## src/hmp_pkg.sv

```systemverilog
// Package for the HID macro player: operation and action codes, tap kinds,
// configuration register indexes and the key and mouse bit decoders.
// Depends on nothing; used by hid_macro_player.
package hmp_pkg;

    localparam logic OP_WRITE = 1'b0;
    localparam logic OP_TICK  = 1'b1;

    localparam logic [7:0] ACT_PRESS     = 8'd1;
    localparam logic [7:0] ACT_RELEASE   = 8'd2;
    localparam logic [7:0] ACT_KEY_TAP   = 8'd3;
    localparam logic [7:0] ACT_DELAY     = 8'd4;
    localparam logic [7:0] ACT_MEDIA_TAP = 8'd5;
    localparam logic [7:0] ACT_MOUSE_TAP = 8'd6;

    localparam logic [2:0] TAP_NONE  = 3'd0;
    localparam logic [2:0] TAP_KEY   = 3'd3;
    localparam logic [2:0] TAP_MEDIA = 3'd5;
    localparam logic [2:0] TAP_MOUSE = 3'd6;

    localparam logic [1:0] CFG_ACTION_COUNT = 2'd0;
    localparam logic [1:0] CFG_LOOP_MODE    = 2'd1;
    localparam logic [1:0] CFG_TICK_MS      = 2'd2;

    localparam logic [7:0] TICK_MS_RESET = 8'd10;
    localparam logic [7:0] MOD_FIRST     = 8'hE0;
    localparam logic [7:0] MOD_LAST      = 8'hE7;
    localparam logic [7:0] USAGE_LAST    = 8'h77;
    localparam logic [7:0] MEDIA_CODES   = 8'd32;
    localparam logic [7:0] MOUSE_WHEEL   = 8'd3;

    typedef struct packed {
        logic       hit;
        logic [6:0] pos;
    } t_key_pos;

    function automatic t_key_pos key_decode(input logic [7:0] usage);
        t_key_pos kp;
        kp.hit = 1'b0;
        kp.pos = '0;
        if (usage >= MOD_FIRST && usage <= MOD_LAST) begin
            kp.hit = 1'b1;
            kp.pos = 7'(usage[2:0]);
        end else if (usage <= USAGE_LAST) begin
            kp.hit = 1'b1;
            kp.pos = usage[6:0] + 7'd8;
        end
        return kp;
    endfunction

    function automatic logic [31:0] mouse_mask(input logic [7:0] code);
        logic [31:0] m;
        if (code < MOUSE_WHEEL) begin
            m = 32'd1 << code[1:0];
        end else if (code == MOUSE_WHEEL) begin
            m = 32'h0100_0000;
        end else begin
            m = 32'hFF00_0000;
        end
        return m;
    endfunction

endpackage

```

## src/hid_macro_player.sv

```systemverilog
// HID macro player top level: action table memory, playback sequencer and
// the registered result stage.
// Depends on hmp_pkg.
//
// Usage: each input transaction is either a table write or a tick. Every
// input transaction yields exactly one output transaction that shows the
// keyboard, media and mouse bitmaps and the player status after it.
// Configuration registers are to be written through the plain write port
// while the block is idle; the block itself does not enforce this.
// Sequencing: a write goes from idle to the publish state, which loads its
// result into the output register. A tick passes through the advance state,
// then one exec state per table action executed (at most TABLE_DEPTH), then
// publish. The action table is a synchronous memory read at one entry per
// cycle.
// Throughput: one transaction at a time; input is taken again the cycle
// after a result is loaded, even if the receiver has not yet taken it.
// Stalls: while the receiver holds ready low, a finished result waits in
// the output register and the following transaction waits before it is
// published.
// Reset: synchronous, active low. The player stops, all bitmaps clear and
// the registers return to count 0, loop off and a 10 ms tick. The table
// contents are not cleared.
module hid_macro_player #(
    parameter int TABLE_DEPTH = 64
) (
    input  logic        i_clk,
    input  logic        i_rst_n,

    input  logic        i_cfg_we,
    input  logic [1:0]  i_cfg_index,
    input  logic [7:0]  i_cfg_data,

    input  logic        i_in_valid,
    output logic        o_in_ready,
    input  logic        i_opcode,
    input  logic [5:0]  i_entry_index,
    input  logic [7:0]  i_action_type,
    input  logic [7:0]  i_action_value,
    input  logic [15:0] i_action_param,
    input  logic        i_start_request,
    input  logic [7:0]  i_macro_id,
    input  logic        i_source_held,

    output logic        o_out_valid,
    input  logic        i_out_ready,
    output logic [63:0] o_keys_low,
    output logic [63:0] o_keys_high,
    output logic [31:0] o_media_bits,
    output logic [31:0] o_mouse_bits,
    output logic        o_running,
    output logic [6:0]  o_play_index,
    output logic [15:0] o_delay_left,
    output logic        o_tap_pending
);

    localparam int AW     = (TABLE_DEPTH > 1) ? $clog2(TABLE_DEPTH) : 1;
    localparam int STEP_W = $clog2(TABLE_DEPTH + 1);
    localparam logic [STEP_W-1:0] LAST_STEP = STEP_W'(TABLE_DEPTH - 1);
    localparam logic [6:0] DEPTH_CAP = (TABLE_DEPTH > 127) ? 7'd127 : 7'(TABLE_DEPTH);

    typedef enum logic [1:0] {
        S_IDLE,
        S_ADVANCE,
        S_EXEC,
        S_PUBLISH
    } t_state;

    t_state r_state, n_state;

    logic [6:0]  r_action_count;
    logic        r_loop_mode;
    logic [7:0]  r_tick_ms;

    logic [127:0] r_keys, n_keys;
    logic [31:0]  r_media, n_media;
    logic [31:0]  r_mouse, n_mouse;
    logic         r_playing, n_playing;
    logic [6:0]   r_next, n_next;
    logic [15:0]  r_delay, n_delay;
    logic         r_tap_active, n_tap_active;
    logic [2:0]   r_tap_kind, n_tap_kind;
    logic [7:0]   r_tap_code, n_tap_code;
    logic         r_held, n_held;
    logic [STEP_W-1:0] r_step, n_step;

    logic [31:0]  r_table [TABLE_DEPTH];
    logic [31:0]  r_rd_data;
    logic         mem_we;
    logic [AW-1:0] mem_wr_addr;
    logic         mem_rd_en;
    logic [AW-1:0] mem_rd_addr;

    logic         r_out_valid;
    logic [127:0] r_out_keys;
    logic [31:0]  r_out_media;
    logic [31:0]  r_out_mouse;
    logic         r_out_running;
    logic [6:0]   r_out_index;
    logic [15:0]  r_out_delay;
    logic         r_out_tap;
    logic         out_load;

    logic [6:0]  eff_count;
    logic [7:0]  tick_len;
    logic        wrap_ok;
    logic [6:0]  exec_next;
    logic [7:0]  exec_type;
    logic [7:0]  exec_val;
    logic [15:0] exec_param;
    hmp_pkg::t_key_pos exec_key;
    hmp_pkg::t_key_pos tap_key;
    logic [127:0] exec_key_mask;
    logic [127:0] tap_key_mask;
    logic        exec_wait;

    assign eff_count = (r_action_count > DEPTH_CAP) ? DEPTH_CAP : r_action_count;
    assign tick_len  = (r_tick_ms == 8'd0) ? 8'd1 : r_tick_ms;
    assign wrap_ok   = r_loop_mode && r_held;
    assign o_in_ready = (r_state == S_IDLE);

    assign exec_next  = r_next + 7'd1;
    assign exec_type  = r_rd_data[7:0];
    assign exec_val   = r_rd_data[15:8];
    assign exec_param = r_rd_data[31:16];
    assign exec_key   = hmp_pkg::key_decode(exec_val);
    assign tap_key    = hmp_pkg::key_decode(r_tap_code);
    assign exec_key_mask = 128'd1 << exec_key.pos;
    assign tap_key_mask  = 128'd1 << tap_key.pos;
    assign mem_wr_addr   = AW'(i_entry_index);

    always_comb begin
        n_state      = r_state;
        n_keys       = r_keys;
        n_media      = r_media;
        n_mouse      = r_mouse;
        n_playing    = r_playing;
        n_next       = r_next;
        n_delay      = r_delay;
        n_tap_active = r_tap_active;
        n_tap_kind   = r_tap_kind;
        n_tap_code   = r_tap_code;
        n_held       = r_held;
        n_step       = r_step;
        mem_we       = 1'b0;
        mem_rd_en    = 1'b0;
        mem_rd_addr  = '0;
        out_load     = 1'b0;
        exec_wait    = 1'b0;

        unique case (r_state)
            S_IDLE: begin
                if (i_in_valid) begin
                    if (i_opcode == hmp_pkg::OP_WRITE) begin
                        mem_we  = !r_playing && (32'(i_entry_index) < TABLE_DEPTH);
                        n_state = S_PUBLISH;
                    end else begin
                        n_held = i_source_held;
                        if (i_start_request && !r_playing && i_macro_id != 8'd0
                                && eff_count != 7'd0) begin
                            n_keys       = '0;
                            n_media      = '0;
                            n_mouse      = '0;
                            n_tap_active = 1'b0;
                            n_tap_kind   = hmp_pkg::TAP_NONE;
                            n_tap_code   = '0;
                            n_playing    = 1'b1;
                            n_next       = '0;
                            n_delay      = '0;
                            n_held       = 1'b1;
                        end
                        n_state = S_ADVANCE;
                    end
                end
            end

            S_ADVANCE: begin
                n_state = S_PUBLISH;
                if (!r_playing) begin
                    n_state = S_PUBLISH;
                end else if (r_tap_active) begin
                    if (r_tap_kind == hmp_pkg::TAP_KEY) begin
                        if (tap_key.hit) begin
                            n_keys = r_keys & ~tap_key_mask;
                        end
                    end else if (r_tap_kind == hmp_pkg::TAP_MEDIA
                                 && r_tap_code < hmp_pkg::MEDIA_CODES) begin
                        n_media = r_media & ~(32'd1 << r_tap_code[4:0]);
                    end else if (r_tap_kind == hmp_pkg::TAP_MOUSE) begin
                        n_mouse = r_mouse & ~hmp_pkg::mouse_mask(r_tap_code);
                    end
                    n_tap_active = 1'b0;
                    n_tap_kind   = hmp_pkg::TAP_NONE;
                    n_tap_code   = '0;
                end else if (r_delay != 16'd0) begin
                    n_delay = (r_delay > 16'(tick_len)) ? r_delay - 16'(tick_len) : 16'd0;
                end else if (r_next >= eff_count && !wrap_ok) begin
                    n_playing    = 1'b0;
                    n_next       = '0;
                    n_delay      = '0;
                    n_keys       = '0;
                    n_media      = '0;
                    n_mouse      = '0;
                    n_tap_active = 1'b0;
                    n_tap_kind   = hmp_pkg::TAP_NONE;
                    n_tap_code   = '0;
                end else begin
                    if (r_next >= eff_count) begin
                        n_keys       = '0;
                        n_media      = '0;
                        n_mouse      = '0;
                        n_tap_active = 1'b0;
                        n_tap_kind   = hmp_pkg::TAP_NONE;
                        n_tap_code   = '0;
                        n_next       = '0;
                    end
                    mem_rd_en   = 1'b1;
                    mem_rd_addr = AW'(n_next);
                    n_step      = '0;
                    n_state     = S_EXEC;
                end
            end

            S_EXEC: begin
                n_next = exec_next;
                if (exec_type == hmp_pkg::ACT_PRESS) begin
                    if (exec_key.hit) begin
                        n_keys = r_keys | exec_key_mask;
                    end
                end else if (exec_type == hmp_pkg::ACT_RELEASE) begin
                    if (exec_key.hit) begin
                        n_keys = r_keys & ~exec_key_mask;
                    end
                end else if (exec_type == hmp_pkg::ACT_KEY_TAP) begin
                    if (exec_key.hit) begin
                        n_keys = r_keys | exec_key_mask;
                    end
                    n_tap_active = 1'b1;
                    n_tap_kind   = hmp_pkg::TAP_KEY;
                    n_tap_code   = exec_val;
                    exec_wait    = 1'b1;
                end else if (exec_type == hmp_pkg::ACT_DELAY) begin
                    n_delay   = exec_param;
                    exec_wait = 1'b1;
                end else if (exec_type == hmp_pkg::ACT_MEDIA_TAP) begin
                    if (exec_val < hmp_pkg::MEDIA_CODES) begin
                        n_media      = r_media | (32'd1 << exec_val[4:0]);
                        n_tap_active = 1'b1;
                        n_tap_kind   = hmp_pkg::TAP_MEDIA;
                        n_tap_code   = exec_val;
                        exec_wait    = 1'b1;
                    end
                end else if (exec_type == hmp_pkg::ACT_MOUSE_TAP) begin
                    n_mouse      = r_mouse | hmp_pkg::mouse_mask(exec_val);
                    n_tap_active = 1'b1;
                    n_tap_kind   = hmp_pkg::TAP_MOUSE;
                    n_tap_code   = exec_val;
                    exec_wait    = 1'b1;
                end

                if (exec_wait || r_step == LAST_STEP) begin
                    n_state = S_PUBLISH;
                end else if (exec_next >= eff_count && !wrap_ok) begin
                    n_playing    = 1'b0;
                    n_next       = '0;
                    n_delay      = '0;
                    n_keys       = '0;
                    n_media      = '0;
                    n_mouse      = '0;
                    n_tap_active = 1'b0;
                    n_tap_kind   = hmp_pkg::TAP_NONE;
                    n_tap_code   = '0;
                    n_state      = S_PUBLISH;
                end else begin
                    if (exec_next >= eff_count) begin
                        n_keys       = '0;
                        n_media      = '0;
                        n_mouse      = '0;
                        n_tap_active = 1'b0;
                        n_tap_kind   = hmp_pkg::TAP_NONE;
                        n_tap_code   = '0;
                        n_next       = '0;
                    end
                    mem_rd_en   = 1'b1;
                    mem_rd_addr = AW'(n_next);
                    n_step      = r_step + STEP_W'(1);
                end
            end

            S_PUBLISH: begin
                if (!r_out_valid || i_out_ready) begin
                    out_load = 1'b1;
                    n_state  = S_IDLE;
                end
            end

            default: begin
                n_state = S_IDLE;
            end
        endcase
    end

    always_ff @(posedge i_clk) begin
        if (mem_we) begin
            r_table[mem_wr_addr] <= {i_action_param, i_action_value, i_action_type};
        end
        if (mem_rd_en) begin
            r_rd_data <= r_table[mem_rd_addr];
        end
    end

    always_ff @(posedge i_clk) begin
        if (!i_rst_n) begin
            r_state        <= S_IDLE;
            r_action_count <= '0;
            r_loop_mode    <= 1'b0;
            r_tick_ms      <= hmp_pkg::TICK_MS_RESET;
            r_keys         <= '0;
            r_media        <= '0;
            r_mouse        <= '0;
            r_playing      <= 1'b0;
            r_next         <= '0;
            r_delay        <= '0;
            r_tap_active   <= 1'b0;
            r_tap_kind     <= hmp_pkg::TAP_NONE;
            r_tap_code     <= '0;
            r_held         <= 1'b0;
            r_step         <= '0;
            r_out_valid    <= 1'b0;
        end else begin
            r_state      <= n_state;
            r_keys       <= n_keys;
            r_media      <= n_media;
            r_mouse      <= n_mouse;
            r_playing    <= n_playing;
            r_next       <= n_next;
            r_delay      <= n_delay;
            r_tap_active <= n_tap_active;
            r_tap_kind   <= n_tap_kind;
            r_tap_code   <= n_tap_code;
            r_held       <= n_held;
            r_step       <= n_step;
            if (i_cfg_we) begin
                case (i_cfg_index)
                    hmp_pkg::CFG_ACTION_COUNT: r_action_count <= i_cfg_data[6:0];
                    hmp_pkg::CFG_LOOP_MODE:    r_loop_mode    <= i_cfg_data[0];
                    hmp_pkg::CFG_TICK_MS:      r_tick_ms      <= i_cfg_data;
                    default: begin
                    end
                endcase
            end
            if (out_load) begin
                r_out_valid <= 1'b1;
            end else if (i_out_ready) begin
                r_out_valid <= 1'b0;
            end
        end
    end

    always_ff @(posedge i_clk) begin
        if (out_load) begin
            r_out_keys    <= r_keys;
            r_out_media   <= r_media;
            r_out_mouse   <= r_mouse;
            r_out_running <= r_playing;
            r_out_index   <= (r_next > eff_count) ? eff_count : r_next;
            r_out_delay   <= r_delay;
            r_out_tap     <= r_tap_active;
        end
    end

    assign o_out_valid   = r_out_valid;
    assign o_keys_low    = r_out_keys[63:0];
    assign o_keys_high   = r_out_keys[127:64];
    assign o_media_bits  = r_out_media;
    assign o_mouse_bits  = r_out_mouse;
    assign o_running     = r_out_running;
    assign o_play_index  = r_out_index;
    assign o_delay_left  = r_out_delay;
    assign o_tap_pending = r_out_tap;

    a_step_bound: assert property (@(posedge i_clk) disable iff (!i_rst_n)
        (r_state == S_EXEC) |-> (r_step <= LAST_STEP))
        else $error("action step counter ran past the table depth");

    a_read_in_range: assert property (@(posedge i_clk) disable iff (!i_rst_n)
        (r_state == S_EXEC) |-> (32'(r_next) < TABLE_DEPTH))
        else $error("table read outside the table");

    a_idle_clean: assert property (@(posedge i_clk) disable iff (!i_rst_n)
        (r_state == S_IDLE && !r_playing)
            |-> (!r_tap_active && r_delay == 16'd0 && r_next == 7'd0))
        else $error("stopped player holds stale playback state");

    a_publish_source: assert property (@(posedge i_clk) disable iff (!i_rst_n)
        $rose(r_out_valid) |-> $past(r_state == S_PUBLISH))
        else $error("result published outside the publish state");

endmodule
```

## config.mk

```make
export PLATFORM = sky130hd
export DESIGN_NAME = hid_macro_player
export DESIGN_NICKNAME = d
export VERILOG_FILES = /design/src/hmp_pkg.sv /design/src/hid_macro_player.sv
export SDC_FILE = /design/constraint.sdc
export NUM_CORES = 2
export LEC_CHECK = 0
export BUFFER_PORTS_ARGS = -buffer_cell sky130_fd_sc_hd__clkbuf_2
export CAP_MARGIN = 25
export CORE_ASPECT_RATIO = 0.7
export CORE_UTILIZATION = 45
export CTS_CLUSTER_SIZE = 16
export DETAILED_ROUTE_END_ITERATION = 12
export MAX_ROUTING_LAYER = met4
export PLACE_DENSITY = 0.7
export SYNTH_ARGS = -nofsm -noshare
export SYNTH_HDL_FRONTEND = slang
export SYNTH_SLANG_ARGS = --single-unit
```

## constraint.sdc

```tcl
create_clock -name i_clk -period 13.5 [get_ports i_clk]
set_input_delay 2.7 -clock i_clk [delete_from_list [all_inputs] [get_ports i_clk]]
set_output_delay 2.7 -clock i_clk [all_outputs]
set_load 0.02 [all_outputs]
```

==> results.yml <==
run_status:
  outcome: "finished clean"
timing:
  rsz0062_at_grt: "false"
  fin_crit_ps: 7040
  tightest_slew_ps: 1120
  drv_slew: 0
  fin_tns_setup_ps: 0
  finalHoldViolCount: 0
  fin_worst_skew_ps: 72.5
  finalSetupViolCount: 0
  period_share_pct: 52.1
  max_freq_mhz: 142
  relSlewSlack_pct: 25.2
detailed_routing:
  totalWireLength_mm: 344
  drt-vias-per-instance: 6.55
  antenna_left: 0
  drcViolationCount: 0
  drtIter0Drc: 13494
  wl_per_cell_um: 30.0
  first_pass_iters: 8
  vias: 75133
global_routing:
  grt_max_degree: 189
  grtUsageTotal_pct: 29.3
  grt.overflow.total: 0
  grt_pass1_vias: 69026
  antenna_found_initial: 24
  grt_pass1_wl_mm: 489
die:
  chipWidth_um: 578
  core_area_mm2: 0.230
  rows: 147
  ios: 283
  start_util_pct: 45.4
  dieArea_mm2: 0.234
  dieHeight_um: 405
clocking:
  cts_root_buf: "clkbuf_16"
  insertion_delay_ps: 900
  hold_buffers: 0
  cts_setup_buffers: 0
  clk_pin_slew_worst_paths_ps: 70
  cts_made_buffers: 227
  cts_tree: "built"
  clockBufferDepth: 4
  cts_resized: 0
  htree_levels: 4
  cts.sinks: 2552
setup_path:
  cp-endpoint: "r_rd_data[1]"
  end_kind: "register"
  startpoint_type: "register"
  cp_max_fo: 132
  r2r_cells: 15
  critical_path_required_ps: 14090
  r2r-start: "r_next[1]"
  crit_arrival_ps: 7630
  crit_start: "r_next[1]"
  worstReg2RegEnd: "r_rd_data[1]"
  criticalPathCategory: "register to register"
  r2r_slack_ps: 6460
layout:
  finalNetCount: 8312
  final_util_pct: 50.8
  drive_above_1_share_pct: 12.2
  area_growth_pct: 11.8
pwr:
  p_leak_nw: 37.7
  p_switching_mw: 4.59
  seqPwrFrac_pct: 51.1
  vdd_drop_max_mv: 0.195
  combPwrFrac_pct: 11.4
  power.share.clock_pct: 37.6
  swShare_pct: 26.7
  power.internal_mw: 12.6
  power_density_mw_per_mm2: 147
  fin_total_pwr_mw: 17.2
yosys:
  ys_types: 88
  synthTopCellsByArea: "edfxtp_1, dfxtp_1, nand2_1"
  seq_area_frac_synth_pct: 70.9
  syn_inst: 8155
  synth.net_count: 8250
  ys_seq_elements: 2552
  synth_top_area_share_pct: 66.0
  yosysTopAreaCell: "edfxtp_1"
  syn_area_per_cell_um2: 12.8
  synth_ff_type: "edfxtp_1"
  syn_area_mm2: 0.105
  async_flop_share_pct: 0
  synth_edf_count: 2297
  synth-warning-count: 0
worst_hold_path:
  min_path_cells: 0
  hold_path_class: "register to register"
placed_design:
  io_buffers: 282
  place_congestion: 0.971
  hpwl_mm: 203
job:
  cap_violations: 0
==> cells in the mapped netlist (25+ instances only) <==
library cell     n
a211o_1         61
a21oi_1        582
a22o_1          33
a22oi_1         36
a31oi_1        152
and2_1          33
and3_1          35
buf_1           34
buf_2          147
buf_4           30
clkbuf_1       442
dfxtp_1        255
edfxtp_1      2297
ha_1            30
inv_1           85
mux2_2          51
mux2i_1         43
mux4_2          29
nand2_1        963
nand3_1        402
nand4_1         71
nor2_1         561
nor3_1         352
nor4_1          29
o211ai_1        68
o21ai_0        415
o221ai_1        30
o311a_1         25
o311ai_0       288
o31ai_1         47
or3_1          231
==> metal layers <==
| layer | global-route usage, % | up-vias | wire length, µm |
|---|---|---|---|
| met5 | - | - | 0 |
| met4 | 9.96 | 0 | 12400 |
| met3 | 8.50 | 720 | 52700 |
| met2 | 39.4 | 5935 | 143000 |
| met1 | 42.3 | 37208 | 136000 |
| li1 | - | 31270 | - |
==> critical path: stages (launching register included) <==
cell	delay (ps)
dfxtp_1	580
ha_1	370
nand3_1	130
xnor2_1	180
ha_1	370
nand4_1	190
o21ai_0	620
nor3_4	30
buf_4	420
o21ai_4	770
buf_12	500
buf_4	790
mux4_2	580
o21ai_0	150
o21ai_0	250
or4_1	610
==> cells by family after synthesis <==
kind of cell / share of synthesized area [%]
xor gates and xnor gates: 0.168
DFF: 70.9
buffers and inverters: 3.02
adders and majority gates: 0.378
AOI/OAI and AO/OA: 11.8
muxes: 1.59
and+or+nand+nor: 12.2
==> flip-flops by register name (all words and copies together) (netlist names), 32 cells and up <==
signal and flops:
r_mouse 32, r_keys 128, r_out_keys 128, r_media 32, r_table 2048, o_media_bits 32
r_rd_data 32, o_mouse_bits 32
==> cells in the final DEF (no fill, tap or decap), types with 71 or more instances in the layout <==
cell type / Yosys / routed
nor2_1: 561 / 482
a31oi_1: 152 / 151
clkbuf_16: 0 / 228
edfxtp_1: 2297 / 2297
nor2_4: 1 / 71
nand3_1: 402 / 400
dfxtp_1: 255 / 255
buf_4: 30 / 184
o21ai_0: 415 / 414
o311ai_0: 288 / 288
clkbuf_2: 0 / 282
inv_1: 85 / 85
nor3_1: 352 / 349
a21oi_1: 582 / 582
nand2_1: 963 / 962
or3_1: 231 / 231
nand4_1: 71 / 71
==> power by group through the flow <==
| stage | registers, mW | clock network (mW) | logic [mW] |
|---|---|---|---|
| after floorplan | 9.04 | 0 | 1.04 |
| after global placement | 8.96 | 0 | 1.85 |
| after detailed placement | 8.96 | 0 | 1.88 |
| after CTS | 8.79 | 6.49 | 1.89 |
| after global routing | 8.79 | 6.78 | 2.04 |
| final | 8.79 | 6.47 | 1.95 |
==> per-stage QoR <==
| step | instance area, µm² | hold WS (ps) | instances | setup WS, ps |
|---|---|---|---|---|
| final | 117000 | 403 | 11467 | 6460 |
| after global placement | 109000 | 404 | 11027 | 6440 |
| after detailed placement | 110000 | 408 | 11037 | 6550 |
| after CTS | 117000 | 402 | 11446 | 6530 |
| after floorplan | 105000 | 400 | 8155 | 340 |
| after global routing | 117000 | 434 | 11466 | 6110 |
==> cell type report <==
| type | count | area [µm²] |
|---|---|---|
| diodes | 16 | 40.0 |
| clock inverters | 122 | 1210 |
| clock buffers | 287 | 5980 |
| flip-flops and latches | 2552 | 74100 |
| repair buffers | 493 | 3290 |
| multi-input cells | 4855 | 28100 |
| fillers | 19094 | 113000 |
| well taps | 3054 | 3820 |
| inverters | 88 | 343 |
==> how the worst min path moves through the flow <==
stage | from | endpoint
CTS | r_mouse[7] | o_mouse_bits[7]
global route | r_mouse[7] | o_mouse_bits[7]
floorplan | r_mouse[10] | o_mouse_bits[10]
finish | r_mouse[7] | o_mouse_bits[7]
global placement | r_keys[47] | r_out_keys[47]
detailed placement | r_mouse[13] | o_mouse_bits[13]
(Power assumes the default switching activity.)
